$ cat src/rtl/sbhs_queue.sv
// Two-entry queue between the front end and the back end.
module sbhs_queue #(
    parameter int W = 8
) (
    input  logic         clk,
    input  logic         rst_n,
    input  logic         wr_valid,
    output logic         wr_ready,
    input  logic [W-1:0] wr_data,
    output logic         rd_valid,
    input  logic         rd_ready,
    output logic [W-1:0] rd_data
);

    logic [W-1:0] mem_reg [2];
    logic         wp_reg, rp_reg;
    logic [1:0]   cnt_reg;
    logic         push, pop;

    assign wr_ready = (cnt_reg != 2'd2);
    assign rd_valid = (cnt_reg != 2'd0);
    assign rd_data  = mem_reg[rp_reg];
    assign push     = wr_valid && wr_ready;
    assign pop      = rd_valid && rd_ready;

    always_ff @(posedge clk or negedge rst_n)
    begin
        if (!rst_n)
        begin
            wp_reg  <= 1'b0;
            rp_reg  <= 1'b0;
            cnt_reg <= 2'd0;
        end
        else
        begin
            if (push) wp_reg <= ~wp_reg;
            if (pop)  rp_reg <= ~rp_reg;
            cnt_reg <= cnt_reg + 2'(push) - 2'(pop);
        end
    end

    always_ff @(posedge clk)
    begin
        if (push)
            mem_reg[wp_reg] <= wr_data;
    end

endmodule

$ cat config.mk
export PLATFORM = sky130hd
export DESIGN_NAME = sbhs_queue
export DESIGN_NICKNAME = d
export VERILOG_FILES = /design/src/rtl/sbhs_queue.sv
export SDC_FILE = /design/constraint.sdc
export NUM_CORES = 1
export LEC_CHECK = 0
export BUFFER_PORTS_ARGS = -buffer_cell sky130_fd_sc_hd__buf_2
export CORE_MARGIN = 2
export CORE_UTILIZATION = 50
export CTS_BUF_LIST = sky130_fd_sc_hd__clkbuf_2
export DETAILED_ROUTE_END_ITERATION = 6
export GPL_TIMING_DRIVEN = 0
export PLACE_DENSITY = 0.88
export SYNTH_ARGS = -nofsm -noshare
export SYNTH_HDL_FRONTEND = slang
export SYNTH_SLANG_ARGS = --single-unit
$ cat constraint.sdc
create_clock -name clk -period 2.15 [get_ports clk]
set_input_delay 0.3225 -clock clk [delete_from_list [all_inputs] [get_ports clk]]
set_output_delay 0.3225 -clock clk [all_outputs]
set_load 0.02 [all_outputs]
# --- Word level (Yosys, flattened, before mapping) ---
# Memory sizes are Yosys's and may differ from the RTL's.
# Index checks and enable logic that the tools add are counted.
word_totals:
  ram_bits: 16
  elab_cells: 14
  out_inout_bits: 10
  memories: 1
  reg_bits: 4
  in_bits: 12
classes:
  eq_ne: 1
  n_addsub: 2
  bitwise: 2
  muxes: 2
  n_reduce_logical: 3
memory_table:
  columns: ["name", "depth", "word_bits", "read_ports", "rd_ports_with_merged_regs", "write_ports", "line_no", "text"]
  rows:
  - ["mem_reg", 2, 8, 1, 0, 1, "15", "logic [W-1:0] mem_reg [2];"]
ops:
  columns: ["cell", "count"]
  rows:
  - ["$add A2 B1 Y2", 1]
  - ["$logic_and A1 B1 Y1", 2]
  - ["$mux W1", 2]
  - ["$ne A2 B2 Y1 const B", 1]
  - ["$not A1 Y1", 2]
  - ["$reduce_bool A2 Y1", 1]
  - ["$sub A2 B1 Y2", 1]

# --- Longest topological paths before layout ---
logic_depth:
  word_depth: 4
  ltp_mapped: 7

# --- Worst setup path before layout ---
# No wires, ideal clock.
synth_timing:
  path_type: "register -> register"
  start: "register cnt_reg[1]"
  end: "register cnt_reg[1]"
  synth_period_minus_slack_ps: 1721
  setup_time_ps: 123
  arrival_time_ps: 1599
  path_buffers: 0
  t_required_ps: 2027
  setup_slack_ps: 429
  stages_incl_launch_ff: 8
  path_cell_list: "dfrtp_1 or2_1 and2_4 ha_1 inv_1 ha_1 xnor2_1 xnor2_1"
synth_via:
  elab_cells_between_ends: 6
  cone_classes: "add/sub (2); eq/ne (1); reduce/logical (3)"
synth_lines:
  columns: ["item", "line_no", "text"]
  rows:
  - ["start: declaration", "17", "logic [1:0] cnt_reg;"]
  - ["start signal: assignment", "38", "cnt_reg <= cnt_reg + 2'(push) - 2'(pop);"]
  - ["$reduce_bool A2 Y1", "21", "assign rd_valid = (cnt_reg != 2'd0);"]
  - ["named net rd_valid", "10", "output logic rd_valid,"]
  - ["$logic_and A1 B1 Y1", "24", "assign pop = rd_valid && rd_ready;"]
  - ["named net pop", "18", "logic push, pop;"]
  - ["$sub A2 B1 Y2", "38", null]
# The timed path passes the listed nets, and every way through them passes these cells.
# A chain may end at the register's enable or synchronous reset.

# --- Worst setup path in the final report ---
layout_timing:
  start: "register rp_reg"
  end: "output port rd_data[5]"
layout_via:
  elab_chain_len: 1
layout_lines:
  columns: ["item", "line_no", "text"]
  rows:
  - ["start: declaration", "16", "logic wp_reg, rp_reg;"]
  - ["start signal: assignment", "37", "if (pop) rp_reg <= ~rp_reg;"]
  - ["$mem_v2 Z2 W8", null, null]
  - ["end: declaration", "12", "output logic [W-1:0] rd_data"]
# No other way between the ends.

==> metrics.md <==
| Metric | Value |
|---|---|
| Die X | 43.4 um |
| Internal power | 0.782 mW |
| Placed cells | 79 |
| Top cells by area, synth | edfxtp_1, dfrtp_1, mux2_1, xnor2_1, ha_1 |
| Fin crit share | 80.5% |
| Pins Over Slew Limit | 0 |
| Pwr/cell area | 1310 nW/um^2 |
| Tightest Hold Check Type | input pin to flop |
| Final setup TNS | 0 ns |
| Largest register FFs | 16 |
| PnR worst setup slack | 0.420 ns |
| Total global routing overflow | 0 |
| Max Root-Sink Buffers | 2 |
| CTS tree | done |
| Post-DP HPWL | 869 um |
| CP Class | flop to output pin |
| Worst skew pair latency | 0.30 ns |
| Dpl ws | 0.445 ns |
| Crit. End Element | output pin |
| Lkg Pwr | 0.381 nW |
| Vias in the first global route | 448 |
| Layout cells sized above 1 | 38.2% |
| GRT Total Usage | 14.3% |
| Clk network pwr share | 11.8% |
| Critical Path RT | 1.83 ns |
| Core Util, Final | 63.1% |
| FFs w/ async S/R, synth | 20.0% |
| Worst-Margin Slew | 0.659 ns |
| Final setup viols | 0 |
| DR pass1 iterations | 4 |
| Filler Cells Inserted | 129 |
| Syn nets | 56 |
| Initial antenna violation count | 0 |
| Num Clock Sinks | 20 |
| Buffers on Ports | 21 |
| Layout Skew | 0.0153 ns |
| CP max-delay cell | mux2_1 |
| Initial core utilization | 52.6% |
| Yosys top cell by area | edfxtp_1 |
| Flop pwr share | 47.6% |
| CP cell instances | buf_2 > mux2_1 > buf_2 |
| Critical Path Max Stage Delay | 0.36 ns |
| Largest net degree at the start of global routing | 12 |
| Root Buffer | clkbuf_2 |
| CP bufs+invs | 2 |
| Flop and latch count out of synthesis | 20 |
| Post-route cell area | 928 um^2 |
| Number of DRC markers in iteration 0 | 8 |
| Post-Route WL | 1160 um |
| Relative slew slack | 55.9% |
| Psw | 0.438 mW |
| Cts bufs inserted | 3 |
| Register area share after synthesis | 75.0% |
| Area delta synth->final | 19.9% |
| Max-Cap Viols | 0 |
| Status | complete, no violations |
| Count leader, synth | edfxtp_1 |
| Endpoints failing hold | 0 |
| Final net count | 83 |
| Post-synth EDFFs | 16 |
| Most frequent cells after synthesis | edfxtp_1, mux2_1, dfrtp_1, xnor2_1, ha_1 |
| I/O Pins | 22 |
| Post-detailed-route via-to-cell ratio | 5.20 |
| DR WL/cell | 13.8 um |
| Core ar. | 1470 um^2 |
| Mapped Avg Cell Area | 18.4 um^2 |
| CP dominant cell by count | buf_2 |
| Worst Setup Start Kind | flop |
| Critical Path Fanout Max | 9 |
| Global-route wire length before repair | 1860 um |
| Switching part of the total power | 35.9% |
| Post-route insts no fill | 84 |
| Detailed-route via count | 437 |
| # H-tree levels | 1 |
| Critical path arrival | 1.41 ns |
| Post-Syn Instances | 42 |
| Synthesized area | 774 um^2 |
| Placed inst area | 900 um^2 |
| Crit path time final | 1.73 ns |
| Die extent in y | 43.4 um |
| RSZ-0062 raised after global routing | false |
| Fmax | 578 MHz |
| RePlAce Congestion | 0.644 |
| DRC | 0 |
| Synth warn | 0 |
| Delay-heaviest family, CP | buffers and inverters |
| Post-CTS sizing | 0 |
| Prevailing post-synth register cell | edfxtp_1 |
| Core Rows | 14 |
| Combinational share of power | 40.6% |
| Cell variety after synth | 14 |
| Peak VDD IR | 830 uV |
| DRT antenna net count | 0 |
| Die Area | 1880 um^2 |
| Ant. Diodes | 0 |
| Yosys top cell area share | 62.0% |
| Clock transition at the registers of the reported paths | 0.18 ns |
worst register-to-register path, cell delays in order, from the launching register on:
cell	delay (ns)
dfrtp_1	0.44
or2_1	0.25
and2_4	0.17
ha_1	0.27
inv_1	0.04
ha_1	0.18
xnor2_1	0.18
xnor2_1	0.15
area by class of cell:
type                       count  area [um^2]  area share, %
sequential                    20          581           62.5
multi-input combinational     20          185           19.9
timing repair buffer          22          115           12.4
tap                           16         20.0           2.16
clock buffer                   3         15.0           1.62
buffer                         1         5.00          0.539
clock inverter                 1         3.75          0.404
inverter                       1         3.75          0.404
final timing paths:
kind	startpoint	depth (start not counted)	slack (ns)	to
max	rp_reg	3	0.42	rd_data[5]
min	wr_data[6]	1	0.19	mem_reg[0][6]
max reg2reg	cnt_reg[1]	7	0.43	cnt_reg[1]
min reg2reg	cnt_reg[0]	1	0.53	cnt_reg[0]
max in group asynchronous	rst_n	2	1.68	rp_reg
min in group asynchronous	rst_n	2	0.33	wp_reg
layout by cell type (no fill, tap or decap), drive strengths merged:
master | netlist | routed
buf | 1 | 22
edfxtp | 16 | 16
mux2 | 8 | 8
dfrtp | 4 | 4
xnor2 | 3 | 3
clkbuf | 0 | 3
ha | 2 | 2
or2 | 1 | 1
and2 | 1 | 1
inv | 1 | 1
nand2b | 1 | 1
nand2 | 1 | 1
and3 | 1 | 1
nor2 | 1 | 1
xor2 | 1 | 1
clkinv | 0 | 1
dlygate4sd3 | 0 | 1
power groups by stage:
| stage | clock, mW | sequential (mW) | combinational [mW] |
|---|---|---|---|
| floorplan | 0 | 0.577 | 0.363 |
| global placement | 0 | 0.583 | 0.484 |
| detailed placement | 0 | 0.592 | 0.502 |
| CTS | 0.149 | 0.583 | 0.504 |
| global route | 0.161 | 0.591 | 0.545 |
| finish | 0.144 | 0.580 | 0.496 |
cells by family (layout without fill, tap and decap cells):
kind of cell	count (synthesis)	in the layout	share of synthesized area, %
multiplexers	8	8	11.6
adder cells (fa/ha/maj)	2	2	3.23
flip-flops	20	20	75.0
AND/OR/NAND/NOR	6	6	4.52
XOR/XNOR	4	4	4.52
buffers and inverters	2	28	1.13
through the flow:
stage | hold WS [ns] | power, mW
finish | 0.190 | 1.22
global route | 0.171 | 1.30
CTS | 0.179 | 1.24
detailed placement | 0.141 | 1.09
global placement | 0.133 | 1.07
floorplan | 0.0269 | 0.940
timing repair:
item                                   in CTS  in global routing
hold buffers                                1                  0
endpoints found under the hold margin       4                  0
setup buffers                               0                  0
layer usage:
metal | vias up | track usage (%) | wire [um]
met5 | - | 0 | 0
met4 | 0 | 9.09 | 10
met3 | 2 | 2.92 | 78
met2 | 16 | 24.8 | 581
met1 | 213 | 15.9 | 485
li1 | 206 | - | -
Power figures use the tool's default switching activity.
