[config.mk]
export PLATFORM = sky130hd
export DESIGN_NAME = sbhs_front
export DESIGN_NICKNAME = d
export VERILOG_FILES = /design/src/rtl/sbhs_pkg.sv /design/src/rtl/sbhs_front.sv
export SDC_FILE = /design/constraint.sdc
export NUM_CORES = 1
export LEC_CHECK = 0
export BUFFER_PORTS_ARGS = -buffer_cell sky130_fd_sc_hd__clkbuf_2
export CORE_UTILIZATION = 57
export CTS_BUF_LIST = sky130_fd_sc_hd__clkbuf_16
export CTS_CLUSTER_DIAMETER = 60
export DETAILED_ROUTE_END_ITERATION = 10
export PLACE_DENSITY = 0.93
export SYNTH_ARGS = -nofsm -noshare
export SYNTH_HDL_FRONTEND = slang
export SYNTH_SLANG_ARGS = --single-unit
export TNS_END_PERCENT = 5
[constraint.sdc]
create_clock -name clk -period 4.3 [get_ports clk]
set_input_delay 0 -clock clk [delete_from_list [all_inputs] [get_ports clk]]
set_output_delay 0 -clock clk [all_outputs]
set_load 0.01 [all_outputs]
[src/rtl/sbhs_pkg.sv]
// Package: shared constants, payload types, opcodes and state enums for the rank unit.
package sbhs_pkg;

    localparam int MAX_BUCKETS_DEF      = 64;
    localparam int SLOTS_PER_BUCKET_DEF = 8;
    localparam int KEY_BITS_DEF         = 32;

    localparam int OPCODE_W = 2;
    localparam int KEY_W    = 32;
    localparam int STATUS_W = 2;
    localparam int RANK_W   = 9;
    localparam int NB_W     = 7;

    localparam logic [OPCODE_W-1:0] OP_INSERT = 2'd0;
    localparam logic [OPCODE_W-1:0] OP_DELETE = 2'd1;
    localparam logic [OPCODE_W-1:0] OP_QUERY  = 2'd2;

    localparam logic [STATUS_W-1:0] ST_OK   = 2'd0;
    localparam logic [STATUS_W-1:0] ST_MISS = 2'd1;
    localparam logic [STATUS_W-1:0] ST_FULL = 2'd2;

    typedef struct packed {
        logic [OPCODE_W-1:0] opcode;
        logic [KEY_W-1:0]    key;
    } in_item_t;

    typedef struct packed {
        logic [STATUS_W-1:0] status;
        logic [RANK_W-1:0]   rank;
    } out_item_t;

    typedef enum logic [1:0] {
        FR_IDLE,
        FR_DIV,
        FR_PUSH
    } front_state_t;

    typedef enum logic [3:0] {
        BK_IDLE,
        BK_SCAN_RD,
        BK_SCAN_CHK,
        BK_DECIDE,
        BK_INS_RD,
        BK_INS_WR,
        BK_DEL_RD,
        BK_DEL_WR,
        BK_PUT,
        BK_SUM,
        BK_OUT
    } back_state_t;

endpackage

[src/rtl/sbhs_front.sv]
// Front end: accepts items, masks the key and finds its bucket by restoring division.
module sbhs_front #(
    parameter int MAX_BUCKETS = sbhs_pkg::MAX_BUCKETS_DEF,
    parameter int KEY_BITS    = sbhs_pkg::KEY_BITS_DEF,
    localparam int BW = (MAX_BUCKETS > 1) ? $clog2(MAX_BUCKETS) : 1,
    localparam int KW = (KEY_BITS < sbhs_pkg::KEY_W) ? KEY_BITS : sbhs_pkg::KEY_W,
    localparam int KCW = $clog2(KW + 1)
) (
    input  logic                        clk,
    input  logic                        rst_n,
    input  logic                        in_valid,
    output logic                        in_ready,
    input  sbhs_pkg::in_item_t          in_data,
    input  logic [sbhs_pkg::NB_W-1:0]   nb,
    output logic                        q_valid,
    input  logic                        q_ready,
    output logic [sbhs_pkg::OPCODE_W-1:0] q_op,
    output logic [KW-1:0]               q_key,
    output logic [BW-1:0]               q_bucket
);

    localparam int DW = BW + 1;

    sbhs_pkg::front_state_t state_reg, state_next;
    logic [sbhs_pkg::OPCODE_W-1:0] op_reg;
    logic [KW-1:0]  key_reg;
    logic [KW-1:0]  quo_reg;
    logic [DW-1:0]  rem_reg;
    logic [DW-1:0]  div_reg;
    logic [KCW-1:0] cnt_reg;
    logic [DW:0]    trial;
    logic [DW-1:0]  eff;

    always_comb
    begin
        if (nb == '0)
            eff = DW'(1);
        else if ({{(32-sbhs_pkg::NB_W){1'b0}}, nb} > 32'(MAX_BUCKETS))
            eff = DW'(MAX_BUCKETS);
        else
            eff = DW'(nb);
    end

    assign trial = {rem_reg, quo_reg[KW-1]} - {1'b0, div_reg};

    always_comb
    begin
        state_next = state_reg;
        case (state_reg)
            sbhs_pkg::FR_IDLE: if (in_valid) state_next = sbhs_pkg::FR_DIV;
            sbhs_pkg::FR_DIV:  if (cnt_reg == KCW'(KW - 1)) state_next = sbhs_pkg::FR_PUSH;
            sbhs_pkg::FR_PUSH: if (q_ready) state_next = sbhs_pkg::FR_IDLE;
            default:           state_next = sbhs_pkg::FR_IDLE;
        endcase
    end

    always_comb
    begin
        in_ready = (state_reg == sbhs_pkg::FR_IDLE);
        q_valid  = (state_reg == sbhs_pkg::FR_PUSH);
    end

    assign q_op     = op_reg;
    assign q_key    = key_reg;
    assign q_bucket = BW'(rem_reg);

    always_ff @(posedge clk or negedge rst_n)
    begin
        if (!rst_n)
            state_reg <= sbhs_pkg::FR_IDLE;
        else
            state_reg <= state_next;
    end

    always_ff @(posedge clk)
    begin
        if (state_reg == sbhs_pkg::FR_IDLE && in_valid)
        begin
            op_reg  <= in_data.opcode;
            key_reg <= in_data.key[KW-1:0];
            quo_reg <= in_data.key[KW-1:0];
            rem_reg <= '0;
            div_reg <= eff;
            cnt_reg <= '0;
        end
        else if (state_reg == sbhs_pkg::FR_DIV)
        begin
            if (!trial[DW])
                rem_reg <= trial[DW-1:0];
            else
                rem_reg <= {rem_reg[DW-2:0], quo_reg[KW-1]};
            quo_reg <= {quo_reg[KW-2:0], 1'b0};
            cnt_reg <= cnt_reg + KCW'(1);
        end
    end

endmodule

=== After elaboration in Yosys (flattened, before gate mapping) ===
Cells that the tools add are included.

* Flip-flop bits (word level): 88
* Bits in latches: 0
* Bits in writable memories: 0
* Bits in read-only memories: 0
* Output and inout bits: 42
* Logic and storage cells: 31
* Memories: 0

* $add $sub $neg: 2
* Multiply operators: 0
* Divide/modulo/power cells: 0
* Magnitude comparators: 1
* Eq/ne operators: 6
* Shift operators: 0
* Multiplexer cells: 8
* Bitwise gates (word level): 0
* Reductions and logical operators: 6

{| class="wikitable"
|+ Operator list
! kind !! number
|-
| $mux 32 || 2
|-
| $mux 7 || 2
|-
| $sub 8x7->8 || 1
|-
| $gt 7x7->1 const B || 1
|-
| $logic_not 7->1 || 1
|-
| $add 6x1->6 const B || 1
|-
| $eq 6x5->1 const B || 1
|-
| $mux 2 || 3
|-
| $pmux 2 s3 || 1
|-
| $ne 2x2->1 const B || 2
|-
| $reduce_and 3->1 || 1
|-
| $eq 2x1->1 const B || 1
|-
| $eq 2x2->1 const B || 1
|-
| $logic_not 2->1 || 1
|-
| $ne 2x1->1 const B || 1
|-
| $reduce_bool 2->1 || 1
|-
| $reduce_or 2->1 || 1
|-
| $logic_and 1x1->1 || 1
|}

=== Longest topological paths before layout ===
Gate-level depths: netlist of the first run.

* Depth after elaboration: 3
* Depth in mapped cells: 8

=== Worst setup path after synthesis of the first run ===
OpenSTA, ideal clock, no wires.

* Path type: flip-flop to flip-flop
* Start point: register state_reg[1]
* End point: register div_reg[0], enable pin
* Setup time: 0.422 ns
* Arrival time: 2.260 ns
* Slack: 1.619 ns
* Cell stages (with the launch flop): 5
* Period minus slack after synthesis: 2.681 ns
* Path through: dfrtp_1 -> nor2_1 -> nand2_1 -> inv_1 -> clkbuf_1

* Longest elaborated chain between the ends: 2

{| class="wikitable"
|+ Ends and longest elaborated chain
! what !! line !! RTL
|-
| start, declared || sbhs_front.sv:24 || <nowiki>sbhs_pkg::front_state_t state_reg, state_next;</nowiki>
|-
| start signal, assigned || sbhs_front.sv:70 || <nowiki>state_reg <= sbhs_pkg::FR_IDLE;</nowiki>
|-
| start signal, assigned || sbhs_front.sv:72 || <nowiki>state_reg <= state_next;</nowiki>
|-
| $logic_not 2->1 || n/a ||
|-
| net in_ready || sbhs_front.sv:12 || <nowiki>output logic in_ready,</nowiki>
|-
| $logic_and 1x1->1 || sbhs_front.sv:77 || <nowiki>if (state_reg == sbhs_pkg::FR_IDLE && in_valid)</nowiki>
|-
| end signal, assigned || sbhs_front.sv:83 || <nowiki>div_reg <= eff;</nowiki>
|-
| end, declared || sbhs_front.sv:29 || <nowiki>logic [DW-1:0] div_reg;</nowiki>
|}

The timed path passes the listed nets, and every way through them passes these cells.
A chain may end at the register's enable or synchronous reset.

=== Worst setup path in the final report of the first run ===
* Start point: register quo_reg[31]
* End point: register rem_reg[6]

* Longest elaborated chain between the ends: 2

{| class="wikitable"
|+ Ends and longest elaborated chain
! what !! line !! RTL
|-
| start, declared || sbhs_front.sv:27 || <nowiki>logic [KW-1:0] quo_reg;</nowiki>
|-
| start signal, assigned || sbhs_front.sv:81 || <nowiki>quo_reg <= in_data.key[KW-1:0];</nowiki>
|-
| start signal, assigned || sbhs_front.sv:92 || <nowiki>quo_reg <= {quo_reg[KW-2:0], 1'b0};</nowiki>
|-
| $sub 8x7->8 || sbhs_front.sv:44 || <nowiki>assign trial = {rem_reg, quo_reg[KW-1]} - {1'b0, div_reg};</nowiki>
|-
| $mux 7 || sbhs_front.sv:88 || <nowiki>if (!trial[DW])</nowiki>
|-
| end signal, assigned || sbhs_front.sv:89 || <nowiki>rem_reg <= trial[DW-1:0];</nowiki>
|-
| end signal, assigned || sbhs_front.sv:91 || <nowiki>rem_reg <= {rem_reg[DW-2:0], quo_reg[KW-1]};</nowiki>
|-
| end, declared || sbhs_front.sv:28 || <nowiki>logic [DW-1:0] rem_reg;</nowiki>
|}

Every way passes these cells.

==> results of run 1 <==
[placed cells by master, fill, tap and decap left out, types with 4 or more instances in the layout]
cell           instances
a21oi_1                6
buf_4                  4
clkbuf_16              9
clkbuf_2              86
dfxtp_1               13
dlygate4sd3_1         44
edfxtp_1              73
ha_1                   8
inv_1                 12
nand2_1              105
nand3_1                4
nand4_1                4
nor2_1                11
nor2b_1               10
o21ai_0                4
xor2_1                 4
[cells in the mapped netlist (2+ instances only)]
cell      count  area share, %
nand2_1     105             11
edfxtp_1     73             59
dfxtp_1      13            7.0
inv_1        13            1.3
nor2_1       11            1.1
nor2b_1      10            1.7
ha_1          8            2.7
a21oi_1       6           0.80
buf_4         6            1.2
clkbuf_1      6           0.60
buf_2         4           0.54
nand3_1       4           0.54
nand4_1       4           0.67
o21ai_0       4           0.54
xor2_1        4           0.94
and3_1        3           0.50
nor3_1        3           0.40
o211ai_1      3           0.60
a311o_1       2           0.54
dfrtp_1       2            1.3
o21ai_1       2           0.27
o311ai_1      2           0.47
xnor2_1       2           0.47
[worst paths after layout]
| path | from | to | slack, ns | depth (start not counted) |
|---|---|---|---|---|
| worst max register to register | quo_reg[31]$_DFFE_PP_ | rem_reg[6]$_SDFFE_PP0N_ | 2.12 | 8 |
| worst min register to register | cnt_reg[1]$_SDFFE_PP0N_ | cnt_reg[1]$_SDFFE_PP0N_ | 0.50 | 2 |
| worst min-delay path | nb[1] | div_reg[1]$_SDFFCE_PP0P_ | 0.0009 | 2 |
| min in group asynchronous | rst_n | state_reg[1]$_DFFE_PN0P_ | 0.52 | 3 |
| worst max-delay path | quo_reg[31]$_DFFE_PP_ | rem_reg[6]$_SDFFE_PP0N_ | 2.12 | 8 |
| max in group asynchronous | rst_n | state_reg[0]$_DFFE_PN0P_ | 3.66 | 3 |
[layer usage]
layer	up-vias	GRT usage, %
met1	1324	28.5
met4	0	16.5
met3	27	4.67
met5	-	0
li1	1365	-
met2	116	47.6
[kinds of logic after synthesis]
| group | after synthesis | synth area share (%) |
|---|---|---|
| compound gates | 34 | 7.33 |
| xor+xnor | 6 | 1.40 |
| fa+ha+maj | 9 | 3.21 |
| buf+inv | 30 | 3.75 |
| flops | 88 | 66.9 |
| simple gates | 150 | 17.4 |
[final cells by class]
class                      count  area share [%]
clock buffer                   9            4.54
inverter                      13           0.984
tap                           77            1.94
multi-input combinational    199            22.1
sequential                    88            50.5
timing repair buffer         134            18.2
clock inverter                 7            1.77
[critical path: stages, from the launching register on]
cell,delay [ns]
edfxtp_1,0.36
inv_1,0.05
ha_1,0.22
fa_1,0.38
nor2b_1,0.25
o21ai_0,0.14
a311oi_1,0.30
nor4_1,0.09
a311o_1,0.29
[report_power, final]
group | internal (mW) | switching, mW | leakage, nW
combinational | 0.382 | 0.536 | 1.17
sequential | 1.23 | 0.120 | 0.851
clock | 0.461 | 0.350 | 0.146
[through the flow]
step,util (%),instance area [sq um],instances
global placement,66.2,4210,467
global route,78.1,4960,527
detailed placement,66.2,4210,467
finish,78.1,4960,527
CTS,78.1,4960,527
floorplan,-,3740,317
[timing repair]
action	4_1_cts	5_1_grt
endpoints found under the hold margin	75	0
resized for setup	0	0
hold buffers	44	0
==> flow_summary.yaml, run 1 <==
status:
  status: "finished clean"
clock_tree:
  path_clk_slew_ns: 0.07
  clock_latency_ns: 0.34
  cts_setup_buffers: 0
  cts_tree: "yes"
  cts_buffers: 9
  cts.sinks: 88
  htree_levels: 3
  clock_path_buffers: 2
  cts_root_buf: "clkbuf_16"
detailed_routing:
  vias: 2832
  first_iter_violations: 156
  vias_per_cell: 5.37
  highest_layer: "met4"
  drtAntennaViolNets: 0
  wl_per_cell_um: 16.0
  wl_met1_um: 3130
  drc: 0
  drtPass1Iterations: 5
  wl_um: 8420
  dr_wl_met3_um: 407
  wl_met2_um: 4590
grt:
  grt_pass1_wl_um: 13800
  grt_overflow: 0
  grt_max_degree: 79
  track_usage_pct: 26.4
  grt_pass1_vias: 2965
  antenna_found_initial: 0
worst_setup_path:
  critPathMaxFanout: 4
  critPathCaptureType: "flop"
  cp.arrival_ns: 2.41
  crit_required_ns: 4.53
  startpoint_type: "flop"
  crit_type: "flop to flop"
placement:
  place_ws_ns: 2.15
  place_congestion: 0.874
  io_buffers: 86
  post-dp-hpwl_um: 4930
pwr:
  cellPowerDensity_mw_per_mm2: 620
  p_leak_nw: 2.17
  ir_worst_vdd_mv: 0.440
  total_power_mw: 3.08
logic_synthesis:
  async_flop_share_pct: 2.27
  synth_edf_count: 73
  yosys_warnings: 0
  synth_area_per_cell_sq_um: 11.8
  synthCells: 317
  synth.distinct_cells: 50
  ys_seq_elements: 88
  ys.flop_type: "edfxtp_1"
  synth_area_sq_mm: 0.00374
  syn_nets: 371
  ys_seq_area_share_pct: 66.9
sta:
  finalCritPeriodShare_pct: 50.8
  relSlewSlack_pct: 43.0
  setup_viol: 0
  setup_tns_ns: 0
  max_freq_mhz: 458
  worst_slack_ns: 2.12
  rsz0062_at_grt: "no"
  hold_ws_ns: 0.000854
  period_needed_ns: 2.18
  finalHoldViolations: 0
  maxSlewViolCount: 0
  worst_pin_slew_ns: 0.855
  finClkSkew_ns: 0.00633
final_layout:
  multi_input_area_sq_mm: 0.00110
  fillers: 347
  ff_latch_area_sq_mm: 0.00250
  syn2layout_area_growth_pct: 32.6
  diodes: 0
  drive_above_1_share_pct: 25.6
  final_nets: 499
worst_hold_path:
  hold_class: "input port to flop"
floorplan:
  initial_core_util_pct: 58.9
  die_w_um: 83.0
  core_sq_mm: 0.00635
  die_h_um: 83.0
  dieArea_sq_mm: 0.00689
  fp-row-count: 29
  ioPinCount: 87
run:
  cap_violations: 0
(Power assumes the default switching activity.)
==> inputs of run 2 (changes only) <==
- ABC_AREA: default -> 1
- CORE_UTILIZATION: 57 -> 54
- PLACE_DENSITY: 0.93 -> 0.89
- clock period: 4.3 -> 2.2 ns (I/O delays scaled with it)
==> run 2 against run 1 <==
- first-iteration DRC count up 12%
- clock-buffer cell count unchanged
- maximum frequency rose by 27%
- critical path depth down 2
- worst hold slack better by 0.0041 ns
- cell area up 1.4%
- clock power is 91% higher
- register-to-register slack got worse by 1.6 ns
- synthesized area rose by 2.6%
- critical path type unchanged
- largest power group unchanged
==> flow_summary.yaml, run 2 <==
final_layout:
  diodes: 0
  multi_input_area_sq_mm: 0.00108
  postLayoutCellArea_sq_mm: 0.00503
  final_cell_mix: "140 x nand2_1, 86 x clkbuf_2, 73 x edfxtp_1"
  drive_above_1_share_pct: 24.3
  fillers: 454
  syn2layout_area_growth_pct: 31.0
  ff_latch_area_sq_mm: 0.00250
  final_common_cell: "nand2_1"
  final_nets: 542
  utilization_pct: 73.6
grt:
  antenna_found_initial: 0
  grt_overflow: 0
  grt_pass1_wl_um: 13200
  busiest_layer: "met2"
  groute.layer.met1.usage_pct: 27.6
  gr-usage-met2_pct: 43.5
  use_met3_pct: 3.90
  grt_pass1_vias: 2857
  grt_max_degree: 78
  track_usage_pct: 23.9
clock_tree:
  htree_levels: 3
  cts_tree: "yes"
  cts_setup_buffers: 0
  path_clk_slew_ns: 0.06
  cts_root_buf: "clkbuf_16"
  clock_latency_ns: 0.34
  cts_buffers: 9
  clock_path_buffers: 2
  cts.sinks: 88
  cts_resized: 0
logic_synthesis:
  yosys_warnings: 0
  ys_top_cells_by_count: "140 x nand2_1, 73 x edfxtp_1, 38 x inv_1"
  synthMuxAreaShare_pct: 0
  ys.flop_type: "edfxtp_1"
  synth_fa_ha_area_share_pct: 3.13
  post-synth-top-area-fraction_pct: 57.1
  synth-xor-area-share_pct: 0.456
  ys_seq_area_share_pct: 65.2
  synth_area_leader_cell: "edfxtp_1"
  ys_top_cells_by_area: "edfxtp_1 57%, nand2_1 14%, dfxtp_1 6.8%"
  yosysMostFrequentCell: "nand2_1"
  synth_area_sq_mm: 0.00384
  synth_area_per_cell_sq_um: 10.6
  synth.distinct_cells: 32
  ys_seq_elements: 88
  synth-compound-area-share_pct: 2.22
  syn_nets: 416
  synthSimpleGateAreaFrac_pct: 22.2
  synth_top_family_by_area: "simple AND/OR/NAND/NOR gates"
  async_flop_share_pct: 2.27
  synth_edf_count: 73
  synthCells: 362
detailed_routing:
  wl_um: 8510
  vias: 2923
  drtAntennaViolNets: 0
  wl_per_cell_um: 14.5
  vias_per_cell: 4.96
  drtPass1Iterations: 5
  drc: 0
  first_iter_violations: 175
sta:
  period_needed_ns: 1.72
  worst_pin_slew_ns: 0.409
  max_freq_mhz: 583
  rsz0062_at_grt: "no"
  finalCritPeriodShare_pct: 78.0
  finClkSkew_ns: 0.0139
  setup_viol: 0
  setup_tns_ns: 0
  relSlewSlack_pct: 72.8
  finalHoldViolations: 0
  maxSlewViolCount: 0
floorplan:
  die_h_um: 86.3
  dieArea_sq_mm: 0.00745
  ioPinCount: 87
  fp-row-count: 30
  core_sq_mm: 0.00683
  die_w_um: 86.3
  initial_core_util_pct: 56.2
pwr:
  p_switching_mw: 2.34
  power_frac_comb_pct: 34.0
  p_seq_share_pct: 42.5
  ir_worst_vdd_mv: 0.711
  p_leak_nw: 2.36
  p_int_mw: 4.28
  switching_share_pct: 35.4
  clockPowerShare_pct: 23.4
  cellPowerDensity_mw_per_mm2: 1320
run:
  cap_violations: 0
worst_hold_path:
  hold_depth: 3
  hp-start: "nb[5]"
  hold_class: "input port to flop"
worst_setup_path:
  r2r_start: "state_reg[1]$_DFFE_PN0P_"
  crit_required_ns: 2.19
  crit_type: "flop to flop"
  critPathMaxFanout: 32
  crit_start: "state_reg[1]$_DFFE_PN0P_"
  startpoint_type: "flop"
  cp.arrival_ns: 1.70
  critPathCaptureType: "flop"
  reg2regPathDepth: 6
placement:
  post-dp-hpwl_um: 5010
  io_buffers: 86
  post_dp_cell_area_sq_mm: 0.00432
  place_congestion: 0.866
status:
  status: "finished clean"
==> run 2: cell types whose count changed after synthesis, moves of 3 or more <==
cell | before | now
and3_1 | 3 | 0
buf_2 | 4 | 0
buf_6 | 0 | 3
inv_1 | 13 | 38
inv_2 | 0 | 3
nand2_1 | 105 | 140
nand2_4 | 0 | 4
nand3_1 | 4 | 19
nand3b_1 | 0 | 5
nor2b_1 | 10 | 0
o211ai_1 | 3 | 0
xor2_1 | 4 | 1
==> run 2: power by group through the flow <==
stage	Combinational (mW)	Clock [mW]	Sequential, mW
detailed placement	2.17	0	2.82
floorplan	1.69	0	2.77
CTS	2.25	1.55	2.79
finish	2.25	1.55	2.81
global route	2.52	1.64	2.86
global placement	2.09	0	2.79
==> run 2: cells by family (layout without fill, tap and decap cells) <==
logic type                 after synthesis  count (layout)
DFF                                     88              88
xor gates and xnor gates                 2               2
AOI/OAI and AO/OA                       12              12
buffers and inverters                   56             187
adders and majority gates                9               9
and+or+nand+nor                        195             195
==> run 2: final timing paths <==
| kind | endpoint | slack, ns |
|---|---|---|
| max | quo_reg[9]$_DFFE_PP_ | 0.48 |
| min | div_reg[5]$_SDFFCE_PP0P_ | 0.005 |
| max reg2reg | quo_reg[9]$_DFFE_PP_ | 0.48 |
| min reg2reg | rem_reg[2]$_SDFFE_PP0N_ | 0.51 |
| max in group asynchronous | state_reg[1]$_DFFE_PN0P_ | 1.53 |
| min in group asynchronous | state_reg[0]$_DFFE_PN0P_ | 0.55 |
==> run 2: layer usage <==
metal  vias up  wire length [um]
li1       1433                 -
met1      1355              3260
met2       118              4570
met3        17               498
met4         0               181
met5         -                 0
==> run 2: layout make-up <==
class                   instances  area share (%)
multi-input cells             218            21.4
flip-flops and latches         88            49.8
inverters                      42            3.14
repair buffers                129            17.2
clock buffers                   9            4.48
clock inverters                 7            1.59
well taps                      96            2.39
==> run 2: per-stage QoR <==
step                      hold WS [ns]  worst slack (ns)  total power, mW  cells
after floorplan                 -0.296             0.313             4.46    362
after global placement          -0.214             0.546             4.87    533
after detailed placement        -0.213             0.499             4.99    533
after CTS                      0.00292             0.493             6.59    589
after global routing           0.00955             0.333             7.02    589
final                          0.00499             0.483             6.62    589
==> run 2: worst max-delay path, stage by stage, from the launching register on <==
cell and delay (ns):
dfrtp_1 0.38, inv_1 0.10, nand2_1 0.14, inv_2 0.20, nor2_2 0.12, inv_1 0.06
buf_4 0.36
==> run 2: timing repair <==
item | in CTS | in global routing
hold buffers | 40 | 0
endpoints found under the hold margin | 72 | 0
endpoints found under the setup margin | 0 | 0
==> inputs of run 3 (changes only) <==
- ABC_AREA: 1 -> 0
- CORE_UTILIZATION: 54 -> 48
- PLACE_DENSITY: 0.89 -> 0.84
- clock period: 2.2 -> 1.5 ns (I/O delays scaled with it)
==> run 3 against run 2 <==
- the run now ends with negative setup slack left
- die area up 9.4%
- clock-buffer cell count unchanged
- maximum frequency down 8.5%
- cell area up 6.4%
- worst hold slack better by 0.0068 ns
- combinational power up 53%
- register-to-register slack worse by 0.86 ns
- largest cell class unchanged
- sequential power up 37%
- sequential cell count unchanged
==> flow_summary.yaml, run 3 (synthesis gave the netlist of run 1 again) <==
floorplan:
  dieArea_sq_mm: 0.00815
  die_h_um: 90.3
  die_w_um: 90.3
  ioPinCount: 87
  core_sq_mm: 0.00741
  fp-row-count: 31
  initial_core_util_pct: 50.5
pwr:
  p_seq_share_pct: 40.2
  clockPowerShare_pct: 23.8
  p_int_mw: 6.51
  p_leak_nw: 2.33
  switching_share_pct: 31.9
  p_switching_mw: 3.05
  ir_worst_vdd_mv: 0.760
  cellPowerDensity_mw_per_mm2: 1790
  power_frac_comb_pct: 36.0
sta:
  maxSlewViolCount: 0
  max_freq_mhz: 533
  period_needed_ns: 1.88
  finalHoldViolations: 0
  rsz0062_at_grt: "yes"
  finalCritPeriodShare_pct: 125
  setup_viol: 7
  worst_slack_ns: -0.376
  relSlewSlack_pct: 72.4
  finClkSkew_ns: 0.0104
  worst_pin_slew_ns: 0.411
grt:
  gr-usage-met2_pct: 38.6
  track_usage_pct: 21.8
  grt_max_degree: 53
  groute.layer.met1.usage_pct: 26.2
  busiest_layer: "met2"
  antenna_found_initial: 0
  use_met3_pct: 3.28
  grt_pass1_vias: 2852
  grt_pass1_wl_um: 13600
  grt_overflow: 0
worst_setup_path:
  reg2reg_setup_slack_ns: -0.38
  startpoint_type: "flop"
  cp.arrival_ns: 2.10
  critPathCaptureType: "flop"
  crit_type: "flop to flop"
  crit_required_ns: 1.72
  critPathMaxFanout: 3
clock_tree:
  cts_buffers: 9
  clock_latency_ns: 0.34
  clock_path_buffers: 2
  path_clk_slew_ns: 0.06
  cts.sinks: 88
  cts_tree: "yes"
  cts_root_buf: "clkbuf_16"
  htree_levels: 3
detailed_routing:
  drc: 0
  vias_per_cell: 4.95
  drtAntennaViolNets: 0
  wl_um: 8560
  wl_per_cell_um: 14.9
  vias: 2850
  first_iter_violations: 126
  drtPass1Iterations: 4
status:
  violations: "negative setup slack"
  status: "complete, but fails checks"
run:
  cap_violations: 0
placement:
  io_buffers: 86
  place_ws_ns: -0.449
  post-dp-hpwl_um: 5310
  place_congestion: 0.810
worst_hold_path:
  hold_class: "input port to flop"
final_layout:
  syn2layout_area_growth_pct: 42.9
  fillers: 492
  final_common_cell: "nand2_1"
  final_nets: 526
  diodes: 0
  drive_above_1_share_pct: 34.4
  utilization_pct: 72.2
  final_cell_mix: "105 x nand2_1, 86 x clkbuf_2, 73 x edfxtp_1"
run 3: cell types whose count changed in the layout (fill, tap and decap cells not counted), sizes merged, moves of 3 or more:
| cell | change |
|---|---|
| nand3 | -17 |
| buf | +31 |
| nor2b | +10 |
| xor2 | +3 |
| and3 | +3 |
| nor2 | -3 |
| nand3b | -5 |
| o211ai | +3 |
| o21ai | +4 |
| inv | -29 |
| nand2 | -40 |
run 3: critical path, stage by stage, from the launching register on:
cell      delay, ns
edfxtp_1       0.37
inv_1          0.06
ha_2           0.20
fa_2           0.39
nor2b_4        0.15
o21ai_2        0.07
a311oi_2       0.20
nor4_1         0.07
a311o_1        0.27
run 3: layer usage:
metal / routed length (um) / up-vias
met2: 4440 / 80
met4: 206 / 0
met1: 3600 / 1335
li1: - / 1419
met3: 326 / 16
met5: 0 / -
run 3: per-stage QoR:
stage / power, mW / hold slack, ns / TNS, ns / cells / area (sq um)
6_report: 9.56 / 0.0118 / -2.24 / 576 / 5350
5_1_grt: 10.1 / 0.0199 / -2.73 / 576 / 5350
4_1_cts: 9.29 / 0.00392 / -2.64 / 575 / 5250
3_5_place_dp: 6.87 / -0.200 / -2.64 / 518 / 4520
3_3_place_gp: 6.79 / -0.199 / -2.40 / 518 / 4520
2_1_floorplan: 5.77 / -0.296 / -12.04 / 317 / 3790
run 3: layout make-up:
cell class | instances | area (sq um) | area share (%)
Inverter | 13 | 52.6 | 0.983
Timing Repair Buffer | 161 | 1130 | 21.2
Tap cell | 99 | 124 | 2.32
Clock inverter | 7 | 78.8 | 1.47
Clock buffer | 9 | 225 | 4.21
Sequential cell | 88 | 2500 | 46.8
Multi-Input combinational cell | 199 | 1230 | 23.0
run 3: timing repair:
action	4_1_cts	5_1_grt
endpoints found under the hold margin	72	0
hold buffers	41	0
resized for setup	3	14
buffers inserted	0	1
pin swaps	5	9
endpoints found under the setup margin	7	18
run 3: worst paths after layout:
kind                                    startpoint                  endpoint  cells after the start
setup / recovery             quo_reg[31]$_DFFE_PP_   rem_reg[6]$_SDFFE_PP0N_                      8
max in group asynchronous                    rst_n  state_reg[0]$_DFFE_PN0P_                      3
hold reg to reg            cnt_reg[1]$_SDFFE_PP0N_   cnt_reg[1]$_SDFFE_PP0N_                      2
min in group asynchronous                    rst_n  state_reg[1]$_DFFE_PN0P_                      3
hold / removal                               nb[2]  div_reg[2]$_SDFFCE_PP0P_                      2
setup reg to reg             quo_reg[31]$_DFFE_PP_   rem_reg[6]$_SDFFE_PP0N_                      8
run 3: power groups by stage:
| stage | Sequential, mW | Combinational [mW] | Clock, mW |
|---|---|---|---|
| 2_1_floorplan | 3.81 | 1.96 | 0 |
| 3_3_place_gp | 3.82 | 2.97 | 0 |
| 3_5_place_dp | 3.84 | 3.03 | 0 |
| 4_1_cts | 3.81 | 3.20 | 2.28 |
| 5_1_grt | 3.90 | 3.81 | 2.39 |
| 6_report | 3.84 | 3.44 | 2.28 |
